File: src/rtl/gtg_pkg.sv
// Shared types, widths, constants and tables of the go-to-goal controller.
package gtg_pkg;

   // Field widths
   localparam int POS_W  = 16;   // Q6.10 position
   localparam int ANG_W  = 16;   // Q3.13 heading
   localparam int TOL_W  = 15;
   localparam int GAIN_W = 10;   // Q2.8 gain
   localparam int LIN_W  = 15;   // Q5.10 forward speed
   localparam int RATE_W = 16;   // Q4.12 turn rate

   // Internal widths
   localparam int DIFF_W = POS_W + 1;    // goal minus pose
   localparam int CORD_W = 20;           // CORDIC x/y, holds gain growth
   localparam int Z_W    = 20;           // angle accumulator, 2^-16 rad units
   localparam int SQ_W   = 35;           // dx^2 + dy^2 and root work registers
   localparam int DIST_W = 17;           // rounded root
   localparam int ERR_W  = 18;           // heading error in Q5.13
   localparam int MUL_W  = 18;           // shared multiplier operands
   localparam int PROD_W = 2 * MUL_W;

   // Iteration bounds
   localparam int CORDIC_STEPS_DEF = 16;
   localparam int SQRT_STEPS       = SQ_W / 2 + 1;   // one root bit per step
   localparam int ATAN_IW          = 5;              // table index bits (32 indexes, entries past 16 are zero)

   // Angle constants
   localparam int PI_Q13     = 25736;
   localparam int TWO_PI_Q13 = 51472;
   localparam int HALF_PI_Z  = 102944;

   // Rounding offsets
   localparam int ANG_RND   = 256;
   localparam int ANG_SHIFT = 9;
   localparam int LIN_RND   = 128;
   localparam int LIN_SHIFT = 8;

   // Configuration port
   localparam int CSR_IDX_W  = 3;
   localparam int CSR_DATA_W = 16;

   typedef enum logic [CSR_IDX_W-1:0] {
      CSR_GOAL_X    = 3'd0,
      CSR_GOAL_Y    = 3'd1,
      CSR_DIST_TOL  = 3'd2,
      CSR_ANGLE_TOL = 3'd3,
      CSR_ANG_GAIN  = 3'd4,
      CSR_LIN_GAIN  = 3'd5
   } csr_idx_type;

   localparam logic [TOL_W-1:0]  DIST_TOL_RST  = 15'd307;
   localparam logic [TOL_W-1:0]  ANGLE_TOL_RST = 15'd819;
   localparam logic [GAIN_W-1:0] ANG_GAIN_RST  = 10'd128;
   localparam logic [GAIN_W-1:0] LIN_GAIN_RST  = 10'd256;

   typedef struct packed {
      logic signed [POS_W-1:0] goal_x;
      logic signed [POS_W-1:0] goal_y;
      logic [TOL_W-1:0]        distance_tolerance;
      logic [TOL_W-1:0]        angle_tolerance;
      logic [GAIN_W-1:0]       angular_gain;
      logic [GAIN_W-1:0]       linear_gain;
   } cfg_type;

   // Controller to datapath
   typedef struct packed {
      logic load;       // capture pose, form dx/dy
      logic sq_dx;      // multiplier: dx * dx
      logic sq_dy;      // multiplier: dy * dy, latch dx^2
      logic init;       // sum squares, pre-rotate CORDIC
      logic iter;       // one CORDIC step and one root step
      logic decide;     // wrap error, pick turn/drive/reached
      logic scale;      // multiplier: gain * error or gain * distance
      logic out_load;   // saturate into the result register
   } cmd_type;

   // Datapath to controller
   typedef struct packed {
      logic reached;
   } sts_type;

   // Total loop length: both iterative units share one counter
   function automatic int loop_len(input int steps);
      return (steps > SQRT_STEPS) ? steps : SQRT_STEPS;
   endfunction

   // atan(2^-i) in 2^-16 rad units
   function automatic logic [15:0] atan_lut(input logic [ATAN_IW-1:0] i);
      logic [15:0] v;
      case (i)
         5'd0:    v = 16'd51472;
         5'd1:    v = 16'd30386;
         5'd2:    v = 16'd16055;
         5'd3:    v = 16'd8150;
         5'd4:    v = 16'd4091;
         5'd5:    v = 16'd2047;
         5'd6:    v = 16'd1024;
         5'd7:    v = 16'd512;
         5'd8:    v = 16'd256;
         5'd9:    v = 16'd128;
         5'd10:   v = 16'd64;
         5'd11:   v = 16'd32;
         5'd12:   v = 16'd16;
         5'd13:   v = 16'd8;
         5'd14:   v = 16'd4;
         5'd15:   v = 16'd2;
         5'd16:   v = 16'd1;
         default: v = 16'd0;
      endcase
      return v;
   endfunction

endpackage

File: src/rtl/gtg_ifs.sv
// Channel interfaces: pose request, command response, register writes.
interface gtg_req_if;
   logic                                valid;
   logic                                ready;
   logic signed [gtg_pkg::POS_W-1:0]    pose_x;
   logic signed [gtg_pkg::POS_W-1:0]    pose_y;
   logic signed [gtg_pkg::ANG_W-1:0]    pose_heading;

   modport source (output valid, pose_x, pose_y, pose_heading, input ready);
   modport sink   (input valid, pose_x, pose_y, pose_heading, output ready);
endinterface

interface gtg_rsp_if;
   logic                                valid;
   logic                                ready;
   logic [gtg_pkg::LIN_W-1:0]           linear_speed;
   logic signed [gtg_pkg::RATE_W-1:0]   angular_speed;
   logic                                goal_reached;

   modport source (output valid, linear_speed, angular_speed, goal_reached, input ready);
   modport sink   (input valid, linear_speed, angular_speed, goal_reached, output ready);
endinterface

interface gtg_csr_if;
   logic                                valid;
   logic                                ready;
   logic [gtg_pkg::CSR_IDX_W-1:0]       index;
   logic [gtg_pkg::CSR_DATA_W-1:0]      data;

   modport source (output valid, index, data, input ready);
   modport sink   (input valid, index, data, output ready);
endinterface

File: src/rtl/go_to_goal_controller.sv
// Go-to-goal controller top level: proportional turn/drive commands from pose.
// Steps per pose: load, square dx, square dy, init, the shared iterative loop,
//   decide, scale, result; once the goal has been reached, load goes straight to result.
// One pose in flight: a new pose is taken only after the result register is loaded;
//   the shared loop of the iterative root and the CORDIC sets the loop length.
// Reset: synchronous; gains, tolerances and goal return to defaults, flag clears.
module go_to_goal_controller #(
   parameter int CORDIC_STEPS = gtg_pkg::CORDIC_STEPS_DEF
) (
   input  logic         clock,
   input  logic         reset,
   gtg_req_if.sink      req_ch,
   gtg_rsp_if.source    rsp_ch,
   gtg_csr_if.sink      csr_ch
);

   localparam int ITER_W = $clog2(gtg_pkg::loop_len(CORDIC_STEPS));

   gtg_pkg::cfg_type    cfg;
   gtg_pkg::cmd_type    cmd;
   gtg_pkg::sts_type    sts;
   logic [ITER_W-1:0]   iter_idx;

   // Register file: a write shows in cfg from the next cycle on; always ready.
   gtg_csr u_csr (
      .clock    (clock),
      .reset    (reset),
      .wr_valid (csr_ch.valid),
      .wr_ready (csr_ch.ready),
      .wr_index (csr_ch.index),
      .wr_data  (csr_ch.data),
      .cfg      (cfg)
   );

   // Sequencer: one item in flight; the result register frees the
   // input side, so a new pose is taken while a result still waits.
   gtg_ctrl #(
      .CORDIC_STEPS (CORDIC_STEPS)
   ) u_ctrl (
      .clock     (clock),
      .reset     (reset),
      .req_valid (req_ch.valid),
      .req_ready (req_ch.ready),
      .rsp_valid (rsp_ch.valid),
      .rsp_ready (rsp_ch.ready),
      .sts       (sts),
      .cmd       (cmd),
      .iter_idx  (iter_idx)
   );

   // Datapath: one 18x18 multiplier shared by the squares and the gains,
   // a bit-per-step root and a vector-mode CORDIC running side by side.
   gtg_dp #(
      .CORDIC_STEPS (CORDIC_STEPS)
   ) u_dp (
      .clock         (clock),
      .reset         (reset),
      .cfg           (cfg),
      .pose_x        (req_ch.pose_x),
      .pose_y        (req_ch.pose_y),
      .pose_heading  (req_ch.pose_heading),
      .cmd           (cmd),
      .iter_idx      (iter_idx),
      .sts           (sts),
      .linear_speed  (rsp_ch.linear_speed),
      .angular_speed (rsp_ch.angular_speed),
      .goal_reached  (rsp_ch.goal_reached)
   );

endmodule

File: src/rtl/gtg_csr.sv
// Configuration register file of the go-to-goal controller.
module gtg_csr (
   input  logic                              clock,
   input  logic                              reset,
   input  logic                              wr_valid,
   output logic                              wr_ready,
   input  logic [gtg_pkg::CSR_IDX_W-1:0]     wr_index,
   input  logic [gtg_pkg::CSR_DATA_W-1:0]    wr_data,
   output gtg_pkg::cfg_type                  cfg
);

   gtg_pkg::cfg_type cfg_ff;
   gtg_pkg::cfg_type cfg_in;

   assign wr_ready = 1'b1;
   assign cfg      = cfg_ff;

   always_comb begin
      cfg_in = cfg_ff;
      if (wr_valid) begin
         case (wr_index)
            gtg_pkg::CSR_GOAL_X:    cfg_in.goal_x = wr_data;
            gtg_pkg::CSR_GOAL_Y:    cfg_in.goal_y = wr_data;
            gtg_pkg::CSR_DIST_TOL:  cfg_in.distance_tolerance = wr_data[gtg_pkg::TOL_W-1:0];
            gtg_pkg::CSR_ANGLE_TOL: cfg_in.angle_tolerance = wr_data[gtg_pkg::TOL_W-1:0];
            gtg_pkg::CSR_ANG_GAIN:  cfg_in.angular_gain = wr_data[gtg_pkg::GAIN_W-1:0];
            gtg_pkg::CSR_LIN_GAIN:  cfg_in.linear_gain = wr_data[gtg_pkg::GAIN_W-1:0];
            default: ;   // unmapped index: dropped
         endcase
      end
   end

   always_ff @(posedge clock) begin
      if (reset) begin
         cfg_ff.goal_x             <= '0;
         cfg_ff.goal_y             <= '0;
         cfg_ff.distance_tolerance <= gtg_pkg::DIST_TOL_RST;
         cfg_ff.angle_tolerance    <= gtg_pkg::ANGLE_TOL_RST;
         cfg_ff.angular_gain       <= gtg_pkg::ANG_GAIN_RST;
         cfg_ff.linear_gain        <= gtg_pkg::LIN_GAIN_RST;
      end else begin
         cfg_ff <= cfg_in;
      end
   end

endmodule

File: src/rtl/gtg_ctrl.sv
// Sequencer of the go-to-goal controller: handshakes and datapath commands.
module gtg_ctrl #(
   parameter int CORDIC_STEPS = gtg_pkg::CORDIC_STEPS_DEF
) (
   input  logic                     clock,
   input  logic                     reset,
   input  logic                     req_valid,
   output logic                     req_ready,
   output logic                     rsp_valid,
   input  logic                     rsp_ready,
   input  gtg_pkg::sts_type         sts,
   output gtg_pkg::cmd_type         cmd,
   output logic [$clog2(gtg_pkg::loop_len(CORDIC_STEPS))-1:0] iter_idx
);

   localparam int LOOP_N = gtg_pkg::loop_len(CORDIC_STEPS);
   localparam int ITER_W = $clog2(LOOP_N);

   typedef enum logic [2:0] {
      ST_IDLE,
      ST_SQ_DX,
      ST_SQ_DY,
      ST_INIT,
      ST_ITER,
      ST_DECIDE,
      ST_SCALE,
      ST_OUT
   } state_type;

   state_type         state_ff, state_in;
   logic [ITER_W-1:0] iter_ff, iter_in;
   logic              rsp_valid_ff, rsp_valid_in;
   logic              accept;
   logic              slot_free;

   assign req_ready = (state_ff == ST_IDLE);
   assign rsp_valid = rsp_valid_ff;
   assign iter_idx  = iter_ff;
   assign accept    = req_valid && (state_ff == ST_IDLE);
   assign slot_free = !rsp_valid_ff || rsp_ready;

   always_comb begin
      cmd          = '0;
      state_in     = state_ff;
      iter_in      = iter_ff;
      rsp_valid_in = rsp_valid_ff && !rsp_ready;
      case (state_ff)
         ST_IDLE: begin
            if (accept) begin
               cmd.load = 1'b1;
               // already at the goal: straight to the result
               state_in = sts.reached ? ST_OUT : ST_SQ_DX;
            end
         end
         ST_SQ_DX: begin
            cmd.sq_dx = 1'b1;
            state_in  = ST_SQ_DY;
         end
         ST_SQ_DY: begin
            cmd.sq_dy = 1'b1;
            state_in  = ST_INIT;
         end
         ST_INIT: begin
            cmd.init = 1'b1;
            iter_in  = '0;
            state_in = ST_ITER;
         end
         ST_ITER: begin
            cmd.iter = 1'b1;
            iter_in  = iter_ff + ITER_W'(1);
            if (iter_ff == ITER_W'(LOOP_N - 1)) begin
               state_in = ST_DECIDE;
            end
         end
         ST_DECIDE: begin
            cmd.decide = 1'b1;
            state_in   = ST_SCALE;
         end
         ST_SCALE: begin
            cmd.scale = 1'b1;
            state_in  = ST_OUT;
         end
         ST_OUT: begin
            if (slot_free) begin
               cmd.out_load = 1'b1;
               rsp_valid_in = 1'b1;
               state_in     = ST_IDLE;
            end
         end
         default: begin
            state_in = ST_IDLE;
         end
      endcase
   end

   always_ff @(posedge clock) begin
      if (reset) begin
         state_ff     <= ST_IDLE;
         iter_ff      <= '0;
         rsp_valid_ff <= 1'b0;
      end else begin
         state_ff     <= state_in;
         iter_ff      <= iter_in;
         rsp_valid_ff <= rsp_valid_in;
      end
   end

endmodule

File: src/rtl/gtg_dp.sv
// Datapath: squares, iterative root, vector-mode CORDIC, error wrap, gains.
module gtg_dp #(
   parameter int CORDIC_STEPS = gtg_pkg::CORDIC_STEPS_DEF
) (
   input  logic                                  clock,
   input  logic                                  reset,
   input  gtg_pkg::cfg_type                      cfg,
   input  logic signed [gtg_pkg::POS_W-1:0]      pose_x,
   input  logic signed [gtg_pkg::POS_W-1:0]      pose_y,
   input  logic signed [gtg_pkg::ANG_W-1:0]      pose_heading,
   input  gtg_pkg::cmd_type                      cmd,
   input  logic [$clog2(gtg_pkg::loop_len(CORDIC_STEPS))-1:0] iter_idx,
   output gtg_pkg::sts_type                      sts,
   output logic [gtg_pkg::LIN_W-1:0]             linear_speed,
   output logic signed [gtg_pkg::RATE_W-1:0]     angular_speed,
   output logic                                  goal_reached
);

   localparam int LOOP_N = gtg_pkg::loop_len(CORDIC_STEPS);
   localparam int ITER_W = $clog2(LOOP_N);
   localparam int LUT_IW = gtg_pkg::ATAN_IW;
   localparam int DIFF_W = gtg_pkg::DIFF_W;
   localparam int CORD_W = gtg_pkg::CORD_W;
   localparam int Z_W    = gtg_pkg::Z_W;
   localparam int SQ_W   = gtg_pkg::SQ_W;
   localparam int DIST_W = gtg_pkg::DIST_W;
   localparam int ERR_W  = gtg_pkg::ERR_W;
   localparam int MUL_W  = gtg_pkg::MUL_W;
   localparam int PROD_W = gtg_pkg::PROD_W;
   localparam int LIN_W  = gtg_pkg::LIN_W;
   localparam int RATE_W = gtg_pkg::RATE_W;

   localparam logic signed [ERR_W-1:0]  PI_E     = ERR_W'(gtg_pkg::PI_Q13);
   localparam logic signed [ERR_W-1:0]  TWO_PI_E = ERR_W'(gtg_pkg::TWO_PI_Q13);
   localparam logic signed [Z_W-1:0]    HALF_PI  = Z_W'(gtg_pkg::HALF_PI_Z);
   localparam logic signed [PROD_W-1:0] RATE_MAX = PROD_W'((1 << (RATE_W - 1)) - 1);
   localparam logic signed [PROD_W-1:0] RATE_MIN = -PROD_W'(1 << (RATE_W - 1));
   localparam logic signed [PROD_W-1:0] LIN_MAX  = PROD_W'((1 << LIN_W) - 1);

   typedef enum logic [1:0] {
      MODE_TURN,
      MODE_DRIVE,
      MODE_REACH
   } mode_type;

   // item registers
   logic signed [DIFF_W-1:0]      dx_ff, dy_ff;
   logic signed [gtg_pkg::ANG_W-1:0] heading_ff;
   logic                          zero_ff;   // pose sits on the goal
   logic                          reached_ff;

   // shared multiplier
   logic signed [MUL_W-1:0]       mul_a, mul_b;
   logic signed [PROD_W-1:0]      prod_ff;

   // integer root
   logic [SQ_W-1:0]               rem_ff, root_ff, bit_ff;
   logic [SQ_W-1:0]               trial;
   logic [SQ_W-1:0]               root_rnd;

   // CORDIC
   logic signed [CORD_W-1:0]      x_ff, y_ff, sx, sy;
   logic signed [Z_W-1:0]         z_ff, atan_z, z_rnd;

   // decision
   logic signed [ERR_W-1:0]       bearing, err_raw, err_w, aerr, atol;
   logic signed [ERR_W-1:0]       err_ff;
   logic [DIST_W-1:0]             dist_w, dist_ff;
   mode_type                      mode_w, mode_ff;

   // output scaling
   logic signed [PROD_W-1:0]      ang_full, lin_full;
   logic [LIN_W-1:0]              lin_sat;
   logic signed [RATE_W-1:0]      ang_sat;

   logic [LIN_W-1:0]              linear_ff;
   logic signed [RATE_W-1:0]      angular_ff;
   logic                          goal_ff;

   assign sts.reached   = reached_ff;
   assign linear_speed  = linear_ff;
   assign angular_speed = angular_ff;
   assign goal_reached  = goal_ff;

   // Multiplier operands per phase
   always_comb begin
      mul_a = MUL_W'(dx_ff);
      mul_b = MUL_W'(dx_ff);
      if (cmd.sq_dy) begin
         mul_a = MUL_W'(dy_ff);
         mul_b = MUL_W'(dy_ff);
      end else if (cmd.scale) begin
         if (mode_ff == MODE_TURN) begin
            mul_a = signed'(MUL_W'(cfg.angular_gain));
            mul_b = MUL_W'(err_ff);
         end else begin
            mul_a = signed'(MUL_W'(cfg.linear_gain));
            mul_b = signed'(MUL_W'(dist_ff));
         end
      end
   end

   // Root step and CORDIC step
   assign trial  = root_ff + bit_ff;
   assign sx     = x_ff >>> iter_idx;
   assign sy     = y_ff >>> iter_idx;
   assign atan_z = signed'(Z_W'(gtg_pkg::atan_lut(LUT_IW'(iter_idx))));

   // Decision logic
   assign root_rnd = (rem_ff > root_ff) ? root_ff + SQ_W'(1) : root_ff;
   assign dist_w   = root_rnd[DIST_W-1:0];
   assign z_rnd    = z_ff + Z_W'(4);
   assign bearing  = zero_ff ? '0 : ERR_W'(z_rnd >>> 3);
   assign err_raw  = bearing - ERR_W'(heading_ff);
   assign atol     = signed'(ERR_W'(cfg.angle_tolerance));

   always_comb begin
      if (err_raw > PI_E) begin
         err_w = err_raw - TWO_PI_E;
      end else if (err_raw < -PI_E) begin
         err_w = err_raw + TWO_PI_E;
      end else begin
         err_w = err_raw;
      end
      aerr = (err_w < 0) ? -err_w : err_w;
      if (aerr > atol) begin
         mode_w = MODE_TURN;
      end else if (dist_w > DIST_W'(cfg.distance_tolerance)) begin
         mode_w = MODE_DRIVE;
      end else begin
         mode_w = MODE_REACH;
      end
   end

   // Rounding and saturation of the scaled command
   assign ang_full = (prod_ff + PROD_W'(gtg_pkg::ANG_RND)) >>> gtg_pkg::ANG_SHIFT;
   assign lin_full = (prod_ff + PROD_W'(gtg_pkg::LIN_RND)) >>> gtg_pkg::LIN_SHIFT;

   always_comb begin
      if (ang_full > RATE_MAX) begin
         ang_sat = RATE_W'(RATE_MAX);
      end else if (ang_full < RATE_MIN) begin
         ang_sat = RATE_W'(RATE_MIN);
      end else begin
         ang_sat = RATE_W'(ang_full);
      end
      lin_sat = (lin_full > LIN_MAX) ? LIN_W'(LIN_MAX) : LIN_W'(lin_full);
   end

   // Sticky goal flag
   always_ff @(posedge clock) begin
      if (reset) begin
         reached_ff <= 1'b0;
      end else if (cmd.decide && (mode_w == MODE_REACH)) begin
         reached_ff <= 1'b1;
      end
   end

   always_ff @(posedge clock) begin
      if (cmd.load) begin
         dx_ff      <= DIFF_W'(cfg.goal_x) - DIFF_W'(pose_x);
         dy_ff      <= DIFF_W'(cfg.goal_y) - DIFF_W'(pose_y);
         heading_ff <= pose_heading;
      end

      if (cmd.sq_dx || cmd.sq_dy || cmd.scale) begin
         prod_ff <= mul_a * mul_b;
      end

      if (cmd.sq_dy) begin
         rem_ff <= prod_ff[SQ_W-1:0];
      end else if (cmd.init) begin
         rem_ff  <= rem_ff + prod_ff[SQ_W-1:0];
         root_ff <= '0;
         bit_ff  <= SQ_W'(1) << (SQ_W - 1);
      end else if (cmd.iter && (iter_idx < ITER_W'(gtg_pkg::SQRT_STEPS))) begin
         if (rem_ff >= trial) begin
            rem_ff  <= rem_ff - trial;
            root_ff <= (root_ff >> 1) + bit_ff;
         end else begin
            root_ff <= root_ff >> 1;
         end
         bit_ff <= bit_ff >> 2;
      end

      if (cmd.init) begin
         zero_ff <= (dx_ff == '0) && (dy_ff == '0);
         if (dx_ff < 0) begin
            // left half plane: quarter turn toward the x axis first
            if (dy_ff >= 0) begin
               x_ff <= CORD_W'(dy_ff);
               y_ff <= -CORD_W'(dx_ff);
               z_ff <= HALF_PI;
            end else begin
               x_ff <= -CORD_W'(dy_ff);
               y_ff <= CORD_W'(dx_ff);
               z_ff <= -HALF_PI;
            end
         end else begin
            x_ff <= CORD_W'(dx_ff);
            y_ff <= CORD_W'(dy_ff);
            z_ff <= '0;
         end
      end else if (cmd.iter && (iter_idx < ITER_W'(CORDIC_STEPS))) begin
         if (y_ff > 0) begin
            x_ff <= x_ff + sy;
            y_ff <= y_ff - sx;
            z_ff <= z_ff + atan_z;
         end else begin
            x_ff <= x_ff - sy;
            y_ff <= y_ff + sx;
            z_ff <= z_ff - atan_z;
         end
      end

      if (cmd.decide) begin
         err_ff  <= err_w;
         dist_ff <= dist_w;
         mode_ff <= mode_w;
      end

      if (cmd.out_load) begin
         goal_ff <= reached_ff;
         if (reached_ff) begin
            linear_ff  <= '0;
            angular_ff <= '0;
         end else if (mode_ff == MODE_TURN) begin
            linear_ff  <= '0;
            angular_ff <= ang_sat;
         end else begin
            linear_ff  <= lin_sat;
            angular_ff <= '0;
         end
      end
   end

endmodule

File: src/flat_wrapper.sv
// flat-port wrapper written by rule: the top's interface ports become plain ports
module go_to_goal_controller_flat 
#(
   parameter int CORDIC_STEPS = gtg_pkg::CORDIC_STEPS_DEF
)
  (clock, reset, req_ch_valid, req_ch_pose_x, req_ch_pose_y, req_ch_pose_heading, req_ch_ready, rsp_ch_valid, rsp_ch_linear_speed, rsp_ch_angular_speed, rsp_ch_goal_reached, rsp_ch_ready, csr_ch_valid, csr_ch_index, csr_ch_data, csr_ch_ready);
  gtg_req_if req_ch_i ();
  gtg_rsp_if rsp_ch_i ();
  gtg_csr_if csr_ch_i ();
  input  logic clock;
  input  logic reset;
  input wire logic [$bits(req_ch_i.valid)-1:0] req_ch_valid;
  input wire logic [$bits(req_ch_i.pose_x)-1:0] req_ch_pose_x;
  input wire logic [$bits(req_ch_i.pose_y)-1:0] req_ch_pose_y;
  input wire logic [$bits(req_ch_i.pose_heading)-1:0] req_ch_pose_heading;
  output wire logic [$bits(req_ch_i.ready)-1:0] req_ch_ready;
  output wire logic [$bits(rsp_ch_i.valid)-1:0] rsp_ch_valid;
  output wire logic [$bits(rsp_ch_i.linear_speed)-1:0] rsp_ch_linear_speed;
  output wire logic [$bits(rsp_ch_i.angular_speed)-1:0] rsp_ch_angular_speed;
  output wire logic [$bits(rsp_ch_i.goal_reached)-1:0] rsp_ch_goal_reached;
  input wire logic [$bits(rsp_ch_i.ready)-1:0] rsp_ch_ready;
  input wire logic [$bits(csr_ch_i.valid)-1:0] csr_ch_valid;
  input wire logic [$bits(csr_ch_i.index)-1:0] csr_ch_index;
  input wire logic [$bits(csr_ch_i.data)-1:0] csr_ch_data;
  output wire logic [$bits(csr_ch_i.ready)-1:0] csr_ch_ready;
  assign req_ch_i.valid = req_ch_valid;
  assign req_ch_i.pose_x = req_ch_pose_x;
  assign req_ch_i.pose_y = req_ch_pose_y;
  assign req_ch_i.pose_heading = req_ch_pose_heading;
  assign req_ch_ready = req_ch_i.ready;
  assign rsp_ch_valid = rsp_ch_i.valid;
  assign rsp_ch_linear_speed = rsp_ch_i.linear_speed;
  assign rsp_ch_angular_speed = rsp_ch_i.angular_speed;
  assign rsp_ch_goal_reached = rsp_ch_i.goal_reached;
  assign rsp_ch_i.ready = rsp_ch_ready;
  assign csr_ch_i.valid = csr_ch_valid;
  assign csr_ch_i.index = csr_ch_index;
  assign csr_ch_i.data = csr_ch_data;
  assign csr_ch_ready = csr_ch_i.ready;
  go_to_goal_controller #(.CORDIC_STEPS(CORDIC_STEPS)) u_core (.clock(clock), .reset(reset), .req_ch(req_ch_i), .rsp_ch(rsp_ch_i), .csr_ch(csr_ch_i));
endmodule
File: config.mk
export PLATFORM = sky130hd
export DESIGN_NAME = go_to_goal_controller_flat
export DESIGN_NICKNAME = d
export VERILOG_FILES = /design/src/rtl/gtg_pkg.sv /design/src/rtl/gtg_ifs.sv /design/src/rtl/go_to_goal_controller.sv /design/src/rtl/gtg_csr.sv /design/src/rtl/gtg_ctrl.sv /design/src/rtl/gtg_dp.sv /design/src/flat_wrapper.sv
export SDC_FILE = /design/constraint.sdc
export NUM_CORES = 2
export LEC_CHECK = 0
export ABC_CLOCK_PERIOD_IN_PS = 9200
export CORE_MARGIN = 3
export CORE_UTILIZATION = 55
export CTS_CLUSTER_SIZE = 16
export DETAILED_ROUTE_END_ITERATION = 16
export DONT_BUFFER_PORTS = 1
export PLACE_DENSITY = 0.8
export SYNTH_ARGS = -nofsm -noshare
export SYNTH_HDL_FRONTEND = slang
export SYNTH_HIERARCHICAL = 1
export SYNTH_SLANG_ARGS = --single-unit
File: constraint.sdc
create_clock -name clock -period 9.2 [get_ports clock]
set_input_delay 0.46 -clock clock [delete_from_list [all_inputs] [get_ports clock]]
set_output_delay 0.46 -clock clock [all_outputs]
set_load 0.02 [all_outputs]
After elaboration in Yosys (flattened, before gate mapping):

Memories as Yosys holds them, arrays and structs flattened. A register that Yosys moved wholly into a read port is not among the register bits.
Cells that the tools add are included.

* memory bits (read-only): 512
* input bits: 72
* register bits: 396
* word-level logic and storage cells: 180
* memories kept: 1

Memory list
* (name not given): words 32, width 16, rd ports 1, clocked after memory_dff 1, write ports 0, RTL line gtg_pkg.sv:90 `case (i)`

* equal/unequal tests: 17
* shift-type cells: 2
* bitwise logic cells: 2
* reductions and logical operators: 33
* add/subtract/negate cells: 23
* $mul: 1
* mux-type cells: 58
* magnitude comparators: 15

Operators by type and width (count)
* $mux W20: 15
* $mux W35: 7
* $mux W18: 9
* $add A35 B35 Y35: 2
* $add A20 B20 Y20: 2
* $neg A17 Y20: 2
* $sshr A20 B5 Y20: 2
* $sub A20 B20 Y20: 2
* $add A36 B10 Y36 const B: 1
* $add A36 B9 Y36 const B: 1
* $mul A18 B18 Y36: 1
* $add A34 B35 Y35: 1
* $ge A35 B35 Y1: 1
* $gt A35 B35 Y1: 1
* $sub A35 B35 Y35: 1
* $logic_not A17 Y1: 2
* $sub A16 B16 Y17: 2
* $mux W15: 2
* $gt A28 B16 Y1 const B: 1
* $gt A27 B16 Y1 const B: 1
* $lt A27 B16 Y1 const B: 1
* $pmux W3 S8: 1
* $add A20 B17 Y20: 1
* $add A20 B4 Y20 const B: 1
* 43 further kinds: 91

Longest topological paths before layout:

* word-level depth: 12
* gate-level depth with buffers: 39
* depth with buffers taken out: 35

Cells and area by module:

The synthesis kept the hierarchy.

Modules (own cells, without submodules)
* gtg_dp: times used 1, cells each 4815, area an instance 41977.8 µm²
* gtg_csr: times used 1, cells each 301, area an instance 3270.6 µm²
* gtg_ctrl: times used 1, cells each 71, area an instance 578.1 µm²

Least setup slack after synthesis:

No wires, ideal clock.

* path kind: flip-flop to flip-flop
* from: register u_core.u_ctrl.state_ff[0]
* to: register u_core.u_dp.prod_ff[34], data pin
* data arrival time: 8032 ps
* clock period less this slack: 8290 ps
* path buffers: 4
* data required time: 8942 ps
* stages on the path, launching flop included: 36
* path slack: 910 ps
* cell sequence: dfxtp_1 > buf_2 > buf_1 > nor2_1 > clkbuf_1 > nor2_1 > a22oi_1 > clkinv_1 > nor2_1 > clkbuf_1 > nor2_1 > fa_1 > fa_1 > inv_1 > fa_1 > inv_1 > fa_1 > inv_1 > fa_1 > inv_1 > fa_1 > ha_1 > o21ai_0 > a21oi_1 > o21ai_0 > nand2b_1 > a21oi_1 > nor2b_1 > o22ai_1 > o31a_1 > a21oi_1 > a41o_1 > or4_1 > a31o_2 > a21oi_1 > xnor2_1

RTL lines
* start: declaration: RTL line gtg_ctrl.sv:30 `state_type state_ff, state_in;`
* start signal: assignment: RTL line gtg_ctrl.sv:102 `state_ff <= state_in;`
* end signal: assignment: RTL line gtg_dp.sv:167 `prod_ff <= mul_a * mul_b;`
* end: declaration: RTL line gtg_dp.sv:54 `logic signed [PROD_W-1:0] prod_ff;`

==> summary.txt <==
Status
  • Outcome: completed

Synthesis
  • Share of Yosys cell area claimed by the top area cell type: 19.9%
  • Netlist Area Pre-Place: 45,800 µm²
  • Main synth FF type: edfxtp_1
  • Most common cell in the netlist: inv_1
  • Mapped Cells: 5,187
  • Yosys reg bits: 396
  • Synth cell types: 117
  • Seq/Total Area, Yosys: 23.9%
  • Post-synthesis async set-or-reset flop share: 0%
  • Area leader, netlist: edfxtp_1
  • Post-Syn Area per Cell: 8.83 µm²
  • Top cells by area, synth: edfxtp_1 20%, fa_1 14%, ha_1 11%, inv_1 4.9%, nand2_1 4.3%
  • Syn nets: 5,977
  • Synth cell count leaders: 593 x inv_1, 524 x nand2_1, 426 x nor2_1
  • Post-synth EDFFs: 304
  • Synth warnings: 6

Clocking
  • CTS H-tree depth: 2
  • CTS tree: done
  • Clock transition at path regs: 0.06 ns
  • Clock sink count: 396
  • Clk_lat worst skew: 0.62 ns
  • CTS root buffer: clkbuf_16
  • Clk buf depth: 3
  • TritonCTS Buffers: 48

Floorplan
  • Die ar.: 86,800 µm²
  • Cell Rows: 105
  • Die X: 295 µm
  • Die H: 295 µm
  • I/O pin total: 107
  • Initial Utilization: 55.6%
  • Core area: 82,400 µm²

Final layout
  • Layout Utilization: 59.1%
  • FF+latch area: 11,000 µm²
  • Diode count: 0
  • Layout cell share with drive strength beyond 1: 6.40%
  • Area occupied by multi-input gates: 31,800 µm²
  • Fill cell count: 7,021
  • Final nets: 5,907
  • Area growth, synth to finish: 6.20%

Drt
  • Vias/cell: 6.18
  • Final wirelength: 134,000 µm
  • Total iterations of the first detailed-routing run: 7
  • DRT iter0 DRCs: 3,592
  • Drt drc: 0
  • Via count: 38,500
  • DR WL/cell: 21.6 µm
  • Antenna-violating nets left: 0

Critical path
  • Depth of the worst register-to-register path: 36
  • Critical path fanouts, max: 28
  • Crit path DAT: 8.90 ns
  • CP peak stage delay: 0.54 ns
  • CP Class: reg2reg
  • Reg2reg end: u_core/u_dp/prod_ff[34]$_DFFE_PP_
  • Buf/Inv on CP: 9
  • CP required: 9.54 ns
  • CP Launch Type: flip-flop
  • Reg2Reg Setup Slack: 0.65 ns
  • Slowest-stage cell, CP: fa_1
  • Critical path endpoint category: flip-flop
  • Worst path most repeated cell: fa_1
  • R2R Path Start: u_core/u_ctrl/state_ff[2]$_SDFFE_PP0P_
  • CP top delay family: adder cells

Placed design
  • IO buf count: 0
  • GP Congestion: 0.992
  • Hpwl dp: 105,000 µm
  • Pre-CTS worst setup slack: 0.343 ns

Timing
  • Worst clock skew: 0.0367 ns
  • Max_slew headroom: 16.2%
  • Worst Tran Pin Value: 1.24 ns
  • Sum Neg Setup Slack: 0 ns
  • Final setup fails: 0
  • Final Max Slew Viols: 0
  • Final worst-path setup slack: 0.647 ns
  • Tcrit/Tclk final: 93.0%
  • RSZ-0062 raised after global routing: no
  • Fmax: 117 MHz
  • Final hold vios: 0
  • Final Critical Period: 8.55 ns

Worst hold path
  • Hold WC Path Type: in2reg
  • Worst Hold End: u_core/u_csr/cfg[17]$_SDFFE_PP1P_
  • Worst hold path startpoint: csr_ch_data[7]
  • Hold path depth: 2

Global route
  • Total gr overflow: 0
  • Vias in the first global route: 37,600
  • First-pass GRT wire length: 211,000 µm
  • Initial antenna violation count: 3
  • Tot GR Track Use: 30.9%
  • Largest net degree at the start of global routing: 111

Flow run
  • MaxCap Viol Count: 0
logic make-up after synthesis:
| logic type | Yosys count | synth area share, % |
|---|---|---|
| XOR/XNOR | 355 | 6.93 |
| AO/OA/AOI/OAI | 1139 | 16.2 |
| buffers and inverters | 815 | 6.83 |
| multiplexers | 196 | 5.00 |
| AND/OR/NAND/NOR | 1567 | 16.1 |
| flip-flops | 396 | 23.9 |
| other | 1 | 0.00818 |
| adder cells (fa/ha/maj) | 718 | 25.0 |
worst max path at each step:
stage / slack [ns] / end / cells past startpoint / startpoint
after floorplan: 0.91 / u_core/u_dp/prod_ff[34]$_DFFE_PP_ / 35 / u_core/u_ctrl/state_ff[0]$_SDFFE_PP0P_
after global placement: 0.55 / u_core/u_dp/prod_ff[34]$_DFFE_PP_ / 33 / u_core/u_ctrl/state_ff[2]$_SDFFE_PP0P_
after detailed placement: 0.34 / u_core/u_dp/prod_ff[34]$_DFFE_PP_ / 33 / u_core/u_ctrl/state_ff[2]$_SDFFE_PP0P_
after CTS: 0.30 / u_core/u_dp/prod_ff[34]$_DFFE_PP_ / 33 / u_core/u_ctrl/state_ff[2]$_SDFFE_PP0P_
after global routing: 0.04 / u_core/u_dp/prod_ff[34]$_DFFE_PP_ / 36 / u_core/u_ctrl/state_ff[2]$_SDFFE_PP0P_
final: 0.65 / u_core/u_dp/prod_ff[34]$_DFFE_PP_ / 36 / u_core/u_ctrl/state_ff[2]$_SDFFE_PP0P_
state kept, by name (all words and copies together), names as in the netlist:
register and cells:
u_core/u_ctrl/rsp_valid 1, u_core/u_ctrl/iter_idx 5, u_core/u_dp/sts 1, u_core/u_dp/mode_ff 2, u_core/u_dp/y_ff 20, u_core/u_ctrl/state_ff 3
u_core/u_dp/dx_ff 17, u_core/u_dp/heading_ff 16, u_core/u_dp/angular_speed 16, u_core/u_dp/zero_ff 1, u_core/u_dp/err_ff 18, u_core/u_dp/bit_ff 18
u_core/u_dp/x_ff 20, u_core/u_dp/goal_reached 1, u_core/u_dp/z_ff 20, u_core/u_dp/dist_ff 17, u_core/u_csr/cfg 82, u_core/u_dp/linear_speed 15
u_core/u_dp/prod_ff 36, u_core/u_dp/rem_ff 35, u_core/u_dp/dy_ff 17, u_core/u_dp/root_ff 35
cell usage in the layout, fill, tap and decap left out, types with 86 or more instances in the layout:
master,count
fa_1,327
mux2i_1,141
nor2_1,424
nand3_1,88
xnor2_1,214
inv_1,591
nor3_1,86
dfxtp_1,88
a21oi_1,282
nand2_1,524
nand2b_1,126
o21ai_0,251
xor2_1,135
edfxtp_1,304
ha_1,390
worst reg2reg max path, delay by kind of cell, from the launching register on:
family / cells / cell delay, ns
XOR/XNOR: 1 / 0.09
flip-flops: 1 / 0.39
buffers and inverters: 9 / 1.18
AND/OR/NAND/NOR: 8 / 1.41
AO/OA/AOI/OAI: 11 / 1.88
adder cells (fa/ha/maj): 7 / 3.34
through the flow:
stage | hold slack (ns) | area [µm²] | instances
after floorplan | 0.449 | 45800 | 5187
after global placement | 0.461 | 46900 | 6118
after detailed placement | 0.466 | 46900 | 6118
after CTS | 0.00516 | 48700 | 6227
after global routing | 0.0173 | 48700 | 6227
final | 0.0267 | 48700 | 6227
what timing repair did:
item / 4_1_cts / 5_1_grt
resized for setup: 0 / 8
hold endpoints to repair: 25 / 0
setup endpoints to repair: 0 / 4
hold buffers: 19 / 0
setup buffers: 0 / 0
layout make-up:
| class | instances | share of cell area [%] |
|---|---|---|
| Clock buffer | 61 | 2.61 |
| Clock inverter | 29 | 0.604 |
| Inverter | 599 | 4.64 |
| Multi-Input combinational cell | 3976 | 65.3 |
| Sequential cell | 396 | 22.6 |
| Tap cell | 1070 | 2.75 |
| Timing Repair Buffer | 96 | 1.59 |
layer usage:
layer	vias to the layer above	global-route usage [%]	routed length, µm
met1	18600	42.2	55900
li1	17800	-	-
met3	332	5.64	12900
met5	-	0	13
met4	2	10.9	5320
met2	1786	49.4	60300
Power is not shown: default switching activity piles up to over one toggle a cycle in this logic, so the estimate is an artifact.
